File: config.mk
export PLATFORM = sky130hd
export DESIGN_NAME = addressable_led_strip_driver_top
export DESIGN_NICKNAME = d
export VERILOG_FILES = /design/src/rtl/core/ledd_pkg.sv /design/src/rtl/core/ledd_ram.sv /design/src/rtl/core/ledd_wave.sv /design/src/rtl/core/addressable_led_strip_driver_top.sv
export SDC_FILE = /design/constraint.sdc
export NUM_CORES = 2
export LEC_CHECK = 0
export BUFFER_PORTS_ARGS = -buffer_cell sky130_fd_sc_hd__buf_2
export CORE_UTILIZATION = 35
export CTS_BUF_LIST = sky130_fd_sc_hd__clkbuf_16
export DETAILED_ROUTE_END_ITERATION = 8
export PLACE_DENSITY = 0.56
export SLEW_MARGIN = 20
export SYNTH_ARGS = -nofsm -noshare
export SYNTH_HDL_FRONTEND = slang
export SYNTH_SLANG_ARGS = --single-unit
export TNS_END_PERCENT = 30
File: constraint.sdc
create_clock -name i_clk -period 4.8 [get_ports i_clk]
set_clock_uncertainty 0.2 [all_clocks]
set_input_delay 0.48 -clock i_clk [delete_from_list [all_inputs] [get_ports i_clk]]
set_output_delay 0.48 -clock i_clk [all_outputs]
set_load 0.02 [all_outputs]
File: src/rtl/core/ledd_pkg.sv
package ledd_pkg;

    localparam int PIXEL_DEPTH = 64;
    localparam int PIX_AW      = $clog2(PIXEL_DEPTH);
    localparam int PIX_CW      = PIX_AW + 1;
    localparam int WORD_W      = 24;
    localparam int BIT_CW      = 5;
    localparam int CNT_W       = 16;
    localparam int CFG_AW      = 2;
    localparam int CFG_DW      = 16;

    localparam logic [BIT_CW-1:0] LAST_BIT = BIT_CW'(WORD_W - 1);

    localparam logic [2:0] CMD_TICK    = 3'd0;
    localparam logic [2:0] CMD_SET     = 3'd1;
    localparam logic [2:0] CMD_FILL    = 3'd2;
    localparam logic [2:0] CMD_READ    = 3'd3;
    localparam logic [2:0] CMD_REFRESH = 3'd4;

    localparam logic [CFG_AW-1:0] CFG_LED_COUNT   = 2'd0;
    localparam logic [CFG_AW-1:0] CFG_SHORT_TICKS = 2'd1;
    localparam logic [CFG_AW-1:0] CFG_LONG_TICKS  = 2'd2;
    localparam logic [CFG_AW-1:0] CFG_GAP_TICKS   = 2'd3;

    localparam logic [6:0]  RST_LED_COUNT   = 7'd60;
    localparam logic [7:0]  RST_SHORT_TICKS = 8'd10;
    localparam logic [7:0]  RST_LONG_TICKS  = 8'd20;
    localparam logic [15:0] RST_GAP_TICKS   = 16'd2000;

    typedef struct packed {
        logic [2:0] command;
        logic [5:0] start_position;
        logic [6:0] end_position;
        logic [7:0] red;
        logic [7:0] green;
        logic [7:0] blue;
    } t_in_item;

    typedef struct packed {
        logic       line_level;
        logic       busy_res;
        logic       frame_done;
        logic       rejected;
        logic [7:0] read_red;
        logic [7:0] read_green;
        logic [7:0] read_blue;
    } t_out_item;

    typedef struct packed {
        logic              tick;
        logic              start;
        logic              load;
        logic [WORD_W-1:0] word;
    } t_wave_ctl;

    typedef struct packed {
        logic              sending;
        logic              in_gap;
        logic              high_phase;
        logic              tick_done;
        logic              tick_load;
        logic [PIX_AW-1:0] pixel_index;
    } t_wave_sts;

endpackage

File: src/rtl/core/ledd_ram.sv
module ledd_ram #(
    parameter int WIDTH = 24,
    parameter int DEPTH = 64
) (
    input  logic                     i_clk,
    input  logic                     i_we,
    input  logic [$clog2(DEPTH)-1:0] i_waddr,
    input  logic [WIDTH-1:0]         i_wdata,
    input  logic [$clog2(DEPTH)-1:0] i_raddr,
    output logic [WIDTH-1:0]         o_rdata
);

    logic [WIDTH-1:0] r_mem [DEPTH];
    logic [WIDTH-1:0] r_rdata;

    always_ff @(posedge i_clk) begin
        if (i_we) begin
            r_mem[i_waddr] <= i_wdata;
        end
        r_rdata <= r_mem[i_raddr];
    end

    assign o_rdata = r_rdata;

endmodule

File: src/rtl/core/ledd_wave.sv
module ledd_wave (
    input  logic                       i_clk,
    input  logic                       i_rst_n,
    input  ledd_pkg::t_wave_ctl        i_ctl,
    input  logic [ledd_pkg::PIX_CW-1:0] i_frame_len,
    input  logic [7:0]                 i_short_ticks,
    input  logic [7:0]                 i_long_ticks,
    input  logic [15:0]                i_gap_ticks,
    output ledd_pkg::t_wave_sts        o_sts
);

    logic                          r_sending, n_sending;
    logic                          r_in_gap, n_in_gap;
    logic                          r_high, n_high;
    logic [ledd_pkg::PIX_AW-1:0]   r_pix, n_pix;
    logic [ledd_pkg::BIT_CW-1:0]   r_bit, n_bit;
    logic [ledd_pkg::CNT_W-1:0]    r_cnt, n_cnt;
    logic [ledd_pkg::WORD_W-1:0]   r_word, n_word;
    logic [ledd_pkg::CNT_W-1:0]    w_cnt_dec;
    logic                          w_tick_done;
    logic                          w_tick_load;

    // A phase lasts long_ticks when its level matches the data bit, else short_ticks.
    function automatic logic [ledd_pkg::CNT_W-1:0] f_phase(
        input logic       high,
        input logic       bit_v,
        input logic [7:0] s_ticks,
        input logic [7:0] l_ticks
    );
        logic [7:0] t;
        t = (high == bit_v) ? l_ticks : s_ticks;
        if (t == 8'd0) begin
            t = 8'd1;
        end
        return ledd_pkg::CNT_W'(t);
    endfunction

    assign w_cnt_dec = r_cnt - ledd_pkg::CNT_W'(1);

    always_comb begin
        n_sending   = r_sending;
        n_in_gap    = r_in_gap;
        n_high      = r_high;
        n_pix       = r_pix;
        n_bit       = r_bit;
        n_cnt       = r_cnt;
        n_word      = r_word;
        w_tick_done = 1'b0;
        w_tick_load = 1'b0;
        if (i_ctl.start) begin
            n_pix = '0;
            n_bit = '0;
            if (i_frame_len == '0) begin
                n_sending = 1'b0;
                n_high    = 1'b0;
                n_in_gap  = (i_gap_ticks != 16'd0);
                n_cnt     = i_gap_ticks;
            end else begin
                n_sending = 1'b1;
                n_high    = 1'b1;
                n_in_gap  = 1'b0;
            end
        end else if (i_ctl.load) begin
            n_word    = i_ctl.word;
            n_bit     = '0;
            n_sending = 1'b1;
            n_high    = 1'b1;
            n_cnt     = f_phase(1'b1, i_ctl.word[ledd_pkg::WORD_W-1],
                                i_short_ticks, i_long_ticks);
        end else if (i_ctl.tick) begin
            if (r_sending) begin
                n_cnt = w_cnt_dec;
                if (w_cnt_dec == '0) begin
                    if (r_high) begin
                        n_high = 1'b0;
                        n_cnt  = f_phase(1'b0, r_word[ledd_pkg::WORD_W-1],
                                         i_short_ticks, i_long_ticks);
                    end else begin
                        n_word = {r_word[ledd_pkg::WORD_W-2:0], 1'b0};
                        if (r_bit == ledd_pkg::LAST_BIT) begin
                            n_bit = '0;
                            n_pix = r_pix + ledd_pkg::PIX_AW'(1);
                            if ((ledd_pkg::PIX_CW'(r_pix) + ledd_pkg::PIX_CW'(1))
                                    >= i_frame_len) begin
                                n_sending = 1'b0;
                                n_high    = 1'b0;
                                n_in_gap  = (i_gap_ticks != 16'd0);
                                n_cnt     = i_gap_ticks;
                                w_tick_done = (i_gap_ticks == 16'd0);
                            end else begin
                                // The next pixel comes from the store before the next tick.
                                w_tick_load = 1'b1;
                            end
                        end else begin
                            n_bit  = r_bit + ledd_pkg::BIT_CW'(1);
                            n_high = 1'b1;
                            n_cnt  = f_phase(1'b1, r_word[ledd_pkg::WORD_W-2],
                                             i_short_ticks, i_long_ticks);
                        end
                    end
                end
            end else if (r_in_gap) begin
                n_cnt = w_cnt_dec;
                if (w_cnt_dec == '0) begin
                    n_in_gap    = 1'b0;
                    w_tick_done = 1'b1;
                end
            end
        end
    end

    always_ff @(posedge i_clk) begin
        if (!i_rst_n) begin
            r_sending <= 1'b0;
            r_in_gap  <= 1'b0;
            r_high    <= 1'b0;
            r_pix     <= '0;
            r_bit     <= '0;
            r_cnt     <= '0;
            r_word    <= '0;
        end else begin
            r_sending <= n_sending;
            r_in_gap  <= n_in_gap;
            r_high    <= n_high;
            r_pix     <= n_pix;
            r_bit     <= n_bit;
            r_cnt     <= n_cnt;
            r_word    <= n_word;
        end
    end

    assign o_sts.sending     = r_sending;
    assign o_sts.in_gap      = r_in_gap;
    assign o_sts.high_phase  = r_high;
    assign o_sts.tick_done   = w_tick_done;
    assign o_sts.tick_load   = w_tick_load;
    assign o_sts.pixel_index = r_pix;

`ifndef SYNTHESIS
    a_sending_gap_excl: assert property (@(posedge i_clk) disable iff (!i_rst_n)
        !(r_sending && r_in_gap))
        else $error("frame and gap both active");

    a_bit_range: assert property (@(posedge i_clk) disable iff (!i_rst_n)
        r_sending |-> (r_bit <= ledd_pkg::LAST_BIT))
        else $error("bit index past the end of a pixel");

    a_gap_count: assert property (@(posedge i_clk) disable iff (!i_rst_n)
        r_in_gap |-> (r_cnt != '0))
        else $error("gap running with no ticks left");
`endif

endmodule

File: src/rtl/core/addressable_led_strip_driver_top.sv
// Channel | Direction | Handshake              | Payload
// in      | input     | i_in_valid / o_in_stall   | i_in_item  (ledd_pkg::t_in_item)
// out     | output    | o_out_valid / i_out_stall | o_out_item (ledd_pkg::t_out_item)
// cfg     | input     | i_cfg_valid / o_cfg_ready | i_cfg_index, i_cfg_data
//
// Pixel data leaves a shift register MSB first, each bit sent as a high phase then a low phase.
// At each pixel boundary, and after set, fill or refresh that starts a frame, the
// input stalls in the load states while the next pixel is read from the store's single read port.
// Fill also stalls while its sweep paints each pixel (end - start, at most 64); read stalls in S_READ.
// Reset is synchronous and clears the store at once through per-pixel valid bits.
// A result waits in the output register; while it is stalled there, no new item is accepted.
module addressable_led_strip_driver_top (
    input  logic                          i_clk,
    input  logic                          i_rst_n,
    input  logic                          i_in_valid,
    output logic                          o_in_stall,
    input  ledd_pkg::t_in_item            i_in_item,
    output logic                          o_out_valid,
    input  logic                          i_out_stall,
    output ledd_pkg::t_out_item           o_out_item,
    input  logic                          i_cfg_valid,
    output logic                          o_cfg_ready,
    input  logic [ledd_pkg::CFG_AW-1:0]   i_cfg_index,
    input  logic [ledd_pkg::CFG_DW-1:0]   i_cfg_data
);

    typedef enum logic [4:0] {
        S_RUN       = 5'b00001,
        S_FILL      = 5'b00010,
        S_LOAD_ADDR = 5'b00100,
        S_LOAD_DATA = 5'b01000,
        S_READ      = 5'b10000
    } t_state;

    t_state                        r_state, n_state;
    logic [6:0]                    r_led_count;
    logic [7:0]                    r_short_ticks;
    logic [7:0]                    r_long_ticks;
    logic [15:0]                   r_gap_ticks;
    logic                          r_out_valid;
    ledd_pkg::t_out_item           r_out;
    logic [ledd_pkg::PIXEL_DEPTH-1:0] r_valid, n_valid;
    logic [ledd_pkg::PIX_AW-1:0]   r_fill_idx, n_fill_idx;
    logic [ledd_pkg::PIX_CW-1:0]   r_fill_end, n_fill_end;
    logic [ledd_pkg::WORD_W-1:0]   r_colour, n_colour;
    logic                          r_rd_vld;

    logic [ledd_pkg::PIX_CW-1:0]   w_frame_len;
    logic [ledd_pkg::PIX_CW-1:0]   w_end_clip;
    logic [ledd_pkg::WORD_W-1:0]   w_colour;
    logic [ledd_pkg::WORD_W-1:0]   w_rdata;
    logic [ledd_pkg::WORD_W-1:0]   w_rd_word;
    logic                          w_busy;
    logic                          w_can_take;
    logic                          w_acc;
    logic                          w_pos_ok;
    logic                          w_start;
    logic                          w_out_load;
    logic                          w_we;
    logic [ledd_pkg::PIX_AW-1:0]   w_waddr;
    logic [ledd_pkg::WORD_W-1:0]   w_wdata;
    logic [ledd_pkg::PIX_AW-1:0]   w_raddr;
    logic                          w_clear_lo;
    ledd_pkg::t_out_item           w_res;
    ledd_pkg::t_wave_ctl           w_ctl;
    ledd_pkg::t_wave_sts           w_sts;

    assign w_frame_len = (32'(r_led_count) > ledd_pkg::PIXEL_DEPTH)
                       ? ledd_pkg::PIX_CW'(ledd_pkg::PIXEL_DEPTH)
                       : ledd_pkg::PIX_CW'(r_led_count);
    assign w_end_clip  = (32'(i_in_item.end_position) > ledd_pkg::PIXEL_DEPTH)
                       ? ledd_pkg::PIX_CW'(ledd_pkg::PIXEL_DEPTH)
                       : ledd_pkg::PIX_CW'(i_in_item.end_position);
    assign w_colour    = {i_in_item.green, i_in_item.red, i_in_item.blue};
    assign w_pos_ok    = (32'(i_in_item.start_position) < ledd_pkg::PIXEL_DEPTH);
    assign w_busy      = w_sts.sending | w_sts.in_gap;
    assign w_can_take  = (r_state == S_RUN) && (!r_out_valid || !i_out_stall);
    assign w_acc       = i_in_valid && w_can_take;
    assign w_rd_word   = r_rd_vld ? w_rdata : '0;

    always_comb begin
        n_state          = r_state;
        n_fill_idx       = r_fill_idx;
        n_fill_end       = r_fill_end;
        n_colour         = r_colour;
        w_start          = 1'b0;
        w_out_load       = 1'b0;
        w_we             = 1'b0;
        w_waddr          = ledd_pkg::PIX_AW'(i_in_item.start_position);
        w_wdata          = w_colour;
        w_raddr          = w_sts.pixel_index;
        w_clear_lo       = 1'b0;
        w_ctl            = '0;
        w_res            = '0;
        w_res.line_level = w_sts.sending & w_sts.high_phase;
        w_res.busy_res   = w_busy;
        case (r_state)
            S_RUN: begin
                if (w_acc) begin
                    w_out_load = 1'b1;
                    if (i_in_item.command == ledd_pkg::CMD_TICK) begin
                        w_ctl.tick       = 1'b1;
                        w_res.frame_done = w_sts.tick_done;
                        if (w_sts.tick_load) begin
                            n_state = S_LOAD_ADDR;
                        end
                    end else if (w_busy || (i_in_item.command > ledd_pkg::CMD_REFRESH)) begin
                        w_res.rejected = 1'b1;
                    end else begin
                        case (i_in_item.command)
                            ledd_pkg::CMD_SET: begin
                                if (!w_pos_ok) begin
                                    w_res.rejected = 1'b1;
                                end else begin
                                    w_we    = 1'b1;
                                    w_start = 1'b1;
                                end
                            end
                            ledd_pkg::CMD_FILL: begin
                                w_clear_lo = 1'b1;
                                w_start    = 1'b1;
                                n_fill_idx = ledd_pkg::PIX_AW'(i_in_item.start_position);
                                n_fill_end = w_end_clip;
                                n_colour   = w_colour;
                            end
                            ledd_pkg::CMD_READ: begin
                                if (!w_pos_ok) begin
                                    w_res.rejected = 1'b1;
                                end else begin
                                    w_raddr    = ledd_pkg::PIX_AW'(i_in_item.start_position);
                                    w_out_load = 1'b0;
                                    n_state    = S_READ;
                                end
                            end
                            ledd_pkg::CMD_REFRESH: begin
                                w_start = 1'b1;
                            end
                            default: begin
                                w_res.rejected = 1'b1;
                            end
                        endcase
                        if (w_start) begin
                            w_ctl.start      = 1'b1;
                            w_res.line_level = (w_frame_len != '0);
                            w_res.busy_res   = (w_frame_len != '0) || (r_gap_ticks != 16'd0);
                            w_res.frame_done = (w_frame_len == '0) && (r_gap_ticks == 16'd0);
                            if ((i_in_item.command == ledd_pkg::CMD_FILL) &&
                                (ledd_pkg::PIX_CW'(i_in_item.start_position) < w_end_clip)) begin
                                n_state = S_FILL;
                            end else if (w_frame_len != '0) begin
                                n_state = S_LOAD_ADDR;
                            end
                        end
                    end
                end
            end
            S_FILL: begin
                w_we       = 1'b1;
                w_waddr    = r_fill_idx;
                w_wdata    = r_colour;
                n_fill_idx = r_fill_idx + ledd_pkg::PIX_AW'(1);
                if ((ledd_pkg::PIX_CW'(r_fill_idx) + ledd_pkg::PIX_CW'(1)) >= r_fill_end) begin
                    n_state = (w_frame_len != '0) ? S_LOAD_ADDR : S_RUN;
                end
            end
            S_LOAD_ADDR: begin
                n_state = S_LOAD_DATA;
            end
            S_LOAD_DATA: begin
                w_ctl.load = 1'b1;
                w_ctl.word = w_rd_word;
                n_state    = S_RUN;
            end
            S_READ: begin
                w_out_load       = 1'b1;
                w_res.read_green = w_rd_word[23:16];
                w_res.read_red   = w_rd_word[15:8];
                w_res.read_blue  = w_rd_word[7:0];
                n_state          = S_RUN;
            end
            default: begin
                n_state = S_RUN;
            end
        endcase
    end

    // A fill drops the pixels it clears by their valid bits; the sweep then paints its range.
    always_comb begin
        n_valid = r_valid;
        for (int i = 0; i < ledd_pkg::PIXEL_DEPTH; i++) begin
            if (w_clear_lo && (ledd_pkg::PIX_CW'(i) < w_frame_len)) begin
                n_valid[i] = 1'b0;
            end
        end
        if (w_we) begin
            n_valid[w_waddr] = 1'b1;
        end
    end

    always_ff @(posedge i_clk) begin
        if (!i_rst_n) begin
            r_state       <= S_RUN;
            r_led_count   <= ledd_pkg::RST_LED_COUNT;
            r_short_ticks <= ledd_pkg::RST_SHORT_TICKS;
            r_long_ticks  <= ledd_pkg::RST_LONG_TICKS;
            r_gap_ticks   <= ledd_pkg::RST_GAP_TICKS;
            r_out_valid   <= 1'b0;
            r_valid       <= '0;
            r_rd_vld      <= 1'b0;
        end else begin
            r_state  <= n_state;
            r_valid  <= n_valid;
            r_rd_vld <= r_valid[w_raddr];
            if (w_out_load) begin
                r_out_valid <= 1'b1;
            end else if (!i_out_stall) begin
                r_out_valid <= 1'b0;
            end
            if (i_cfg_valid) begin
                case (i_cfg_index)
                    ledd_pkg::CFG_LED_COUNT:   r_led_count   <= i_cfg_data[6:0];
                    ledd_pkg::CFG_SHORT_TICKS: r_short_ticks <= i_cfg_data[7:0];
                    ledd_pkg::CFG_LONG_TICKS:  r_long_ticks  <= i_cfg_data[7:0];
                    ledd_pkg::CFG_GAP_TICKS:   r_gap_ticks   <= i_cfg_data[15:0];
                    default: begin
                        r_gap_ticks <= r_gap_ticks;
                    end
                endcase
            end
        end
    end

    always_ff @(posedge i_clk) begin
        if (w_out_load) begin
            r_out <= w_res;
        end
        r_fill_idx <= n_fill_idx;
        r_fill_end <= n_fill_end;
        r_colour   <= n_colour;
    end

    ledd_ram #(
        .WIDTH (ledd_pkg::WORD_W),
        .DEPTH (ledd_pkg::PIXEL_DEPTH)
    ) u_store (
        .i_clk   (i_clk),
        .i_we    (w_we),
        .i_waddr (w_waddr),
        .i_wdata (w_wdata),
        .i_raddr (w_raddr),
        .o_rdata (w_rdata)
    );

    ledd_wave u_wave (
        .i_clk         (i_clk),
        .i_rst_n       (i_rst_n),
        .i_ctl         (w_ctl),
        .i_frame_len   (w_frame_len),
        .i_short_ticks (r_short_ticks),
        .i_long_ticks  (r_long_ticks),
        .i_gap_ticks   (r_gap_ticks),
        .o_sts         (w_sts)
    );

    assign o_in_stall  = !w_can_take;
    assign o_out_valid = r_out_valid;
    assign o_out_item  = r_out;
    assign o_cfg_ready = 1'b1;

`ifndef SYNTHESIS
    a_load_returns: assert property (@(posedge i_clk) disable iff (!i_rst_n)
        (r_state == S_LOAD_DATA) |=> (r_state == S_RUN))
        else $error("pixel load did not return to run");

    a_fill_in_range: assert property (@(posedge i_clk) disable iff (!i_rst_n)
        (r_state == S_FILL) |-> (ledd_pkg::PIX_CW'(r_fill_idx) < r_fill_end))
        else $error("fill sweep beyond its end");

    a_read_delivers: assert property (@(posedge i_clk) disable iff (!i_rst_n)
        (r_state == S_READ) |=> r_out_valid)
        else $error("read item produced no result");
`endif

endmodule

* Yosys cells after proc, flatten, opt, wreduce, memory -nomap -nowiden *
Memory sizes are Yosys's and may differ from the RTL's. A register that Yosys moved wholly into a read port is not among the register bits.
Index checks and enable logic that the tools add are counted.

operators by class
  add/sub/neg operators = 6
  shift operators = 0
  eq/ne operators = 28
  div/mod/pow operators = 0
  reduce and logical (&&, ||, !) cells = 113
  bitwise gates (word level) = 11
  $mul = 0
  muxes and demuxes = 201
  $lt $le $gt $ge = 73

operators with widths
  cell                                                                  count
  6-bit by 7-bit < comparator with 1-bit output, first input constant   32
  24-bit two-way mux                                                    7
  16-bit two-way mux                                                    10
  1-bit two-way mux                                                     140
  5-bit by 7-bit < comparator with 1-bit output, first input constant   16
  1-bit logical AND                                                     69
  64-bit two-way mux                                                    1
  64-bit bitwise OR                                                     1
  6-bit two-way mux                                                     10
  4-bit by 7-bit < comparator with 1-bit output, first input constant   8
  5-bit two-way mux                                                     10
  8-bit two-way mux                                                     6
  16-bit zero test                                                      2
  3-bit by 7-bit < comparator with 1-bit output, first input constant   4
  25-bit two-way mux                                                    1
  8-bit zero test                                                       3
  16-bit nonzero test                                                   1
  16-bit by 1-bit subtractor with 16-bit output, second input constant  1
  3-bit by 2-bit != test with 1-bit output, second input constant       5
  5-bit one-hot mux with 3 select lines                                 1
  5-bit AND reduction                                                   3
  6-bit by 1-bit adder with 7-bit output, second input constant         2
  7-bit greater-or-equal comparator                                     2
  7-bit > comparator, second input constant                             2
  other kinds (48)                                                      95

storage, ports and cells
  logic and storage cells = 458
  register bits = 229
  RAM bits = 1536
  memories = 1
  input bits = 63
  output and inout port bits = 31
  bits in read-only memories = 0
  latch bits = 0

memory list
  memory         depth  bits a word  rd ports  clocked after Yosys merged registers in  wr ports  RTL line        RTL
  u_store.r_mem  64     24           1         1                                        1         ledd_ram.sv:13  logic [WIDTH-1:0] r_mem [DEPTH];

* Depth between registers and ports, before layout *
  word-level depth = 19
  depth in mapped cells = 13
  gate-level depth less buffers = 12

* Cells and area by module *
From an unflattened synthesis, not the netlist that was laid out.

unflattened totals
  cell total of the unflattened synthesis = 4172
  area total of the unflattened synthesis = 72136.7 um2

modules (own cells, without submodules)
  module                            instances  area each (um2)  seq. area each (um2)  cells an instance
  ledd_ram                          1          59330.7          46604.7               2611
  addressable_led_strip_driver_top  1          8677.1           4154.0                1041
  ledd_wave                         1          4129.0           1081.0                520

* Worst setup path after synthesis *
No wires, ideal clock.

  path type = input port to flip-flop
  start = input i_in_valid
  end = memory u_store.r_mem[63][0], enable pin
  arrival = 3.382 ns
  slack = 0.811 ns
  buffers on the path = 0
  cell stages on the path = 7
  data required time = 4.194 ns
  setup time = 0.406 ns
  path through = nor4bb_1 nand2_1 nor2_1 nand2_1 o31ai_1 nand2_1 nor2_1

between the ends
  cells in the longest elaborated chain, start to end = 5

ends and longest elaborated chain
  item                                     RTL line                                RTL
  start: declaration                       addressable_led_strip_driver_top.sv:15  input logic i_in_valid,
  1-bit logical AND                        addressable_led_strip_driver_top.sv:78  assign w_acc = i_in_valid && w_can_take;
  1-bit two-way mux                        addressable_led_strip_driver_top.sv:99  if (w_acc) begin
  1-bit one-hot mux with 2 select lines    addressable_led_strip_driver_top.sv:97  case (r_state)
  1-bit two-way mux                        ledd_ram.sv:17                          if (i_we) begin
  1-bit two-way mux (implied by the code)  ledd_ram.sv:18                          r_mem[i_waddr] <= i_wdata;
  end: declaration                         ledd_ram.sv:13

Every way passes these cells.

* Worst setup path after layout *
  start = register u_wave.r_cnt[2] (netlist bit)
  end = register r_state[4]

between the ends
  cells in the longest elaborated chain, start to end = 9

ends and longest elaborated chain
  item                                                       RTL line                                 RTL
  start: declaration                                         ledd_wave.sv:17                          logic [ledd_pkg::CNT_W-1:0] r_cnt, n_cnt;
  start signal: assignment                                   ledd_wave.sv:127                         r_cnt <= n_cnt;
  16-bit by 1-bit subtractor with 16-bit output              ledd_wave.sv:38                          assign w_cnt_dec = r_cnt - ledd_pkg::CNT_W'(1);
  16-bit zero test                                           ledd_wave.sv:73                          if (w_cnt_dec == '0) begin
  1-bit two-way mux                                          ledd_wave.sv:73
  1-bit two-way mux                                          ledd_wave.sv:71                          if (r_sending) begin
  1-bit two-way mux                                          ledd_wave.sv:70                          end else if (i_ctl.tick) begin
  1-bit two-way mux                                          ledd_wave.sv:63                          end else if (i_ctl.load) begin
  1-bit two-way mux                                          ledd_wave.sv:50                          if (i_ctl.start) begin
  3-bit by 2-bit != test with 1-bit output (no source line)  --
  4-bit AND reduction (no source line)                       --
  end signal: assignment                                     addressable_led_strip_driver_top.sv:211  r_state <= n_state;
  end: declaration                                           addressable_led_strip_driver_top.sv:35   t_state r_state, n_state;

Every way passes these cells.
A chain may end at the register's enable or synchronous reset.

==> metrics.yaml <==
maxSlewViolCount: 0
overall_power_mw: 33.6
timing.final.setup_violations: 0
io_buffer_count: 92
post_layout_nonfiller_instances: 9249
power_per_cell_area_nw_per_um2: 394
synth.net_count: 6158
clock_tree.root_cell: "clkbuf_16"
finalWirelength_mm: 242
postRouteAntennaNets: 0
crit_cells: 9
fillerInstances: 19300
synth_flop_cell: "edfxtp_1"
drive_above_1_share_pct: 11.6
post_synth_num_cell_types: 86
hold-worst-slack_ns: 0.0680
area.growth.synth_to_final_pct: 16.7
design.core.area_um2: 207000
internal_power_mw: 25.6
synth.ff_latch_count: 1789
cts_resized: 0
yosysSeqAreaShare_pct: 70.8
grt_antenna_before_repair: 10
gp_congestion: 0.906
worst_path_dominant_cell_family: "simple AND/OR/NAND/NOR gates"
cp-endpoint: "r_state[4]"
drv.max_cap_violation_count: 0
worst_setup_path_start_kind: "flip-flop"
grt.total_usage_pct: 22.5
cpPeakStageDelay_ns: 0.74
r2r.worst_path.cells: 9
hold_vio_cnt_final: 0
cts_max_level: 4
start_util_pct: 35.3
clock.fmax_ghz: 0.240
number_of_buffers_created_by_cts: 187
firstDrtPassIters: 6
critical_path.endpoint_type: "flip-flop"
grt_start_max_net_pins: 123
worst-path-buf-inv: 1
die_outline_width_um: 459
layout.cells.most_common: "edfxtp_1"
period_utilisation_layout_pct: 86.9
final_routed_drc_violation_total: 0
power.share.switching_pct: 24.0
clkPwrFrac_pct: 41.3
dp_hpwl_mm: 141
p_switching_mw: 8.06
postSynth.asyncResetShare_pct: 0
critical_path_required_ns: 5.28
grt_pass1_wl_mm: 347
cp_data_arrival_time_ns: 4.65
critPathLaunch: "u_wave.r_cnt[2]"
grt_setup_unrepaired: "false"
share_comb_of_total_power_pct: 7.1
clock_path_buffers: 3
synthesis.instances: 6071
reg2reg_from: "u_wave.r_cnt[2]"
timing.hold.worst.start: "i_cfg_valid"
slew_headroom_pct: 21.7
syn_area_per_cell_um2: 12.1
fin_util_pct: 41.2
route.vias.total: 51500
clkSlewWorstSetupHoldPaths_ns: 0.07
cts_hold_buffers: 63
synth-warning-count: 0
syn-cell-area_um2: 73200
worstMarginPinSlew_ns: 1.17
totalNegativeSetupSlack_ns: 0
outcome: "finished clean"
final_net_count: 6382
crit_slowest_cell: "or4_1"
total_leakage_power_nw: 29.5
dieArea_um2: 211000
place_inst: 8831
grt-ovfl-total: 0
clock_insertion_delay_worst_skew_ns: 0.84
clkSinkCount: 1789
path_max_fanout: 9
drt-vias-per-instance: 5.57
die_h_um: 459
synth_enable_flop_cells: 1601
placement_row_count: 167
cts_tree: "built"
worst-setup-path-type: "flip-flop to flip-flop"
vdd_drop_max_uv: 339
power.share.sequential_pct: 51.6
io_pins: 94
final_cell_mix: "1601 x edfxtp_1, 1559 x nand2_1, 695 x nand3_1, 236 x buf_4, 190 x clkbuf_16"
drt-initial-drc-count: 6215
cts.repair_timing.setup_buffer_count: 0
reg2reg_to: "r_state[4]"
finalWorstPathRequiredPeriod_ns: 4.17
via_count_of_the_first_global_routing_pass: 48500
reg2reg_setup_slack_ns: 0.63
wl_per_cell_um: 26.2
path_cells: "or4_1 > nor4_1 > xnor2_1 > nand4b_1 > nor3_2 > a21oi_1 > nor2_1 > a221oi_1 > dlygate4sd3_1"
timing.hold.worst.class: "input port to flip-flop"
==> registers in the layout (all words and copies together), names as in the netlist, 8 cells and up <==
register,cells
o_out_item,28
r_colour,24
r_gap_ticks,16
r_long_ticks,8
r_short_ticks,8
r_valid,64
u_store.o_rdata,24
u_store.r_mem,1536
u_wave.r_cnt,16
u_wave.r_word,24
==> synth_stat cells, types with 12 or more instances <==
master | n | area share [%]
xnor2_1 | 12 | 0.14
o21ai_0 | 78 | 0.53
nand4_1 | 105 | 0.90
nor2_1 | 203 | 1.0
nand2_1 | 1585 | 8.1
dfxtp_1 | 188 | 5.1
a31oi_1 | 131 | 1.1
a221oi_1 | 15 | 0.18
o21bai_1 | 24 | 0.25
nor3_1 | 25 | 0.17
edfxtp_1 | 1601 | 66
clkbuf_1 | 366 | 1.9
ha_1 | 24 | 0.41
nor4_1 | 13 | 0.11
nand3_1 | 696 | 4.8
inv_1 | 60 | 0.31
buf_1 | 31 | 0.16
o2111ai_1 | 72 | 0.86
and3_1 | 137 | 1.2
and4_1 | 24 | 0.29
a21oi_1 | 166 | 1.1
a22oi_1 | 40 | 0.41
mux2i_1 | 62 | 0.85
a211oi_1 | 152 | 1.6
buf_2 | 21 | 0.14
o21a_1 | 43 | 0.44
==> power by group through the flow <==
| stage | registers (mW) | logic (mW) | clock network (mW) |
|---|---|---|---|
| after global routing | 17.4 | 2.54 | 14.7 |
| after floorplan | 17.6 | 1.34 | 0 |
| after detailed placement | 17.7 | 2.31 | 0 |
| final | 17.3 | 2.39 | 13.9 |
| after CTS | 17.3 | 2.36 | 14.1 |
| after global placement | 17.7 | 2.28 | 0 |
==> routing by layer <==
layer	track usage (%)	vias up	share of wire (%)	wire (µm)
met4	7.57	6	3.3	7920
met5	0	-	0.017	40
met3	4.08	330	8.6	20900
met1	32.2	26000	43	105000
li1	-	22800	-	-
met2	34.5	2348	45	108000
==> layout make-up <==
cell class                 count  area [µm²]  share of cell area, %
sequential                  1789       51800                   60.7
clock inverter               158        1090                   1.28
inverter                      62         234                  0.274
tap                         2788        3490                   4.08
multi-input combinational   3798       19800                   23.2
antenna                        7        17.5                 0.0205
clock buffer                 190        4750                   5.57
timing repair buffer         457        4180                   4.90
==> worst reg2reg max path: stages, from the launching register on <==
cell	delay [ns]
dfxtp_1	0.39
or4_1	0.74
nor4_1	0.45
xnor2_1	0.30
nand4b_1	0.31
nor3_2	0.51
a21oi_1	0.22
nor2_1	0.19
a221oi_1	0.10
dlygate4sd3_1	0.62
==> cells by family after synthesis <==
logic type / Yosys count / share of synthesized area, %
AO/OA/AOI/OAI: 794 / 7.35
buffers and inverters: 484 / 2.54
XOR/XNOR: 22 / 0.263
other: 1 / 0.00512
adder cells (fa/ha/maj): 25 / 0.424
flip-flops: 1789 / 70.8
multiplexers: 75 / 1.08
AND/OR/NAND/NOR: 2881 / 17.5
==> per-stage QoR <==
stage                     area [µm²]  setup slack [ns]
final                          85400             0.628
after global routing           85400             0.369
after CTS                      85400             0.673
after detailed placement       78900             0.579
after global placement         78900             0.553
after floorplan                73200             0.811
==> worst min path at each step <==
stage,to,slack [ns],depth (start not counted)
after floorplan,r_long_ticks[0],0.24,2
after global placement,r_long_ticks[0],0.25,2
after detailed placement,r_long_ticks[0],0.26,2
after CTS,r_long_ticks[2],0.009,5
after global routing,r_long_ticks[4],0.09,5
final,r_long_ticks[2],0.07,5
(Power assumes the default switching activity.)
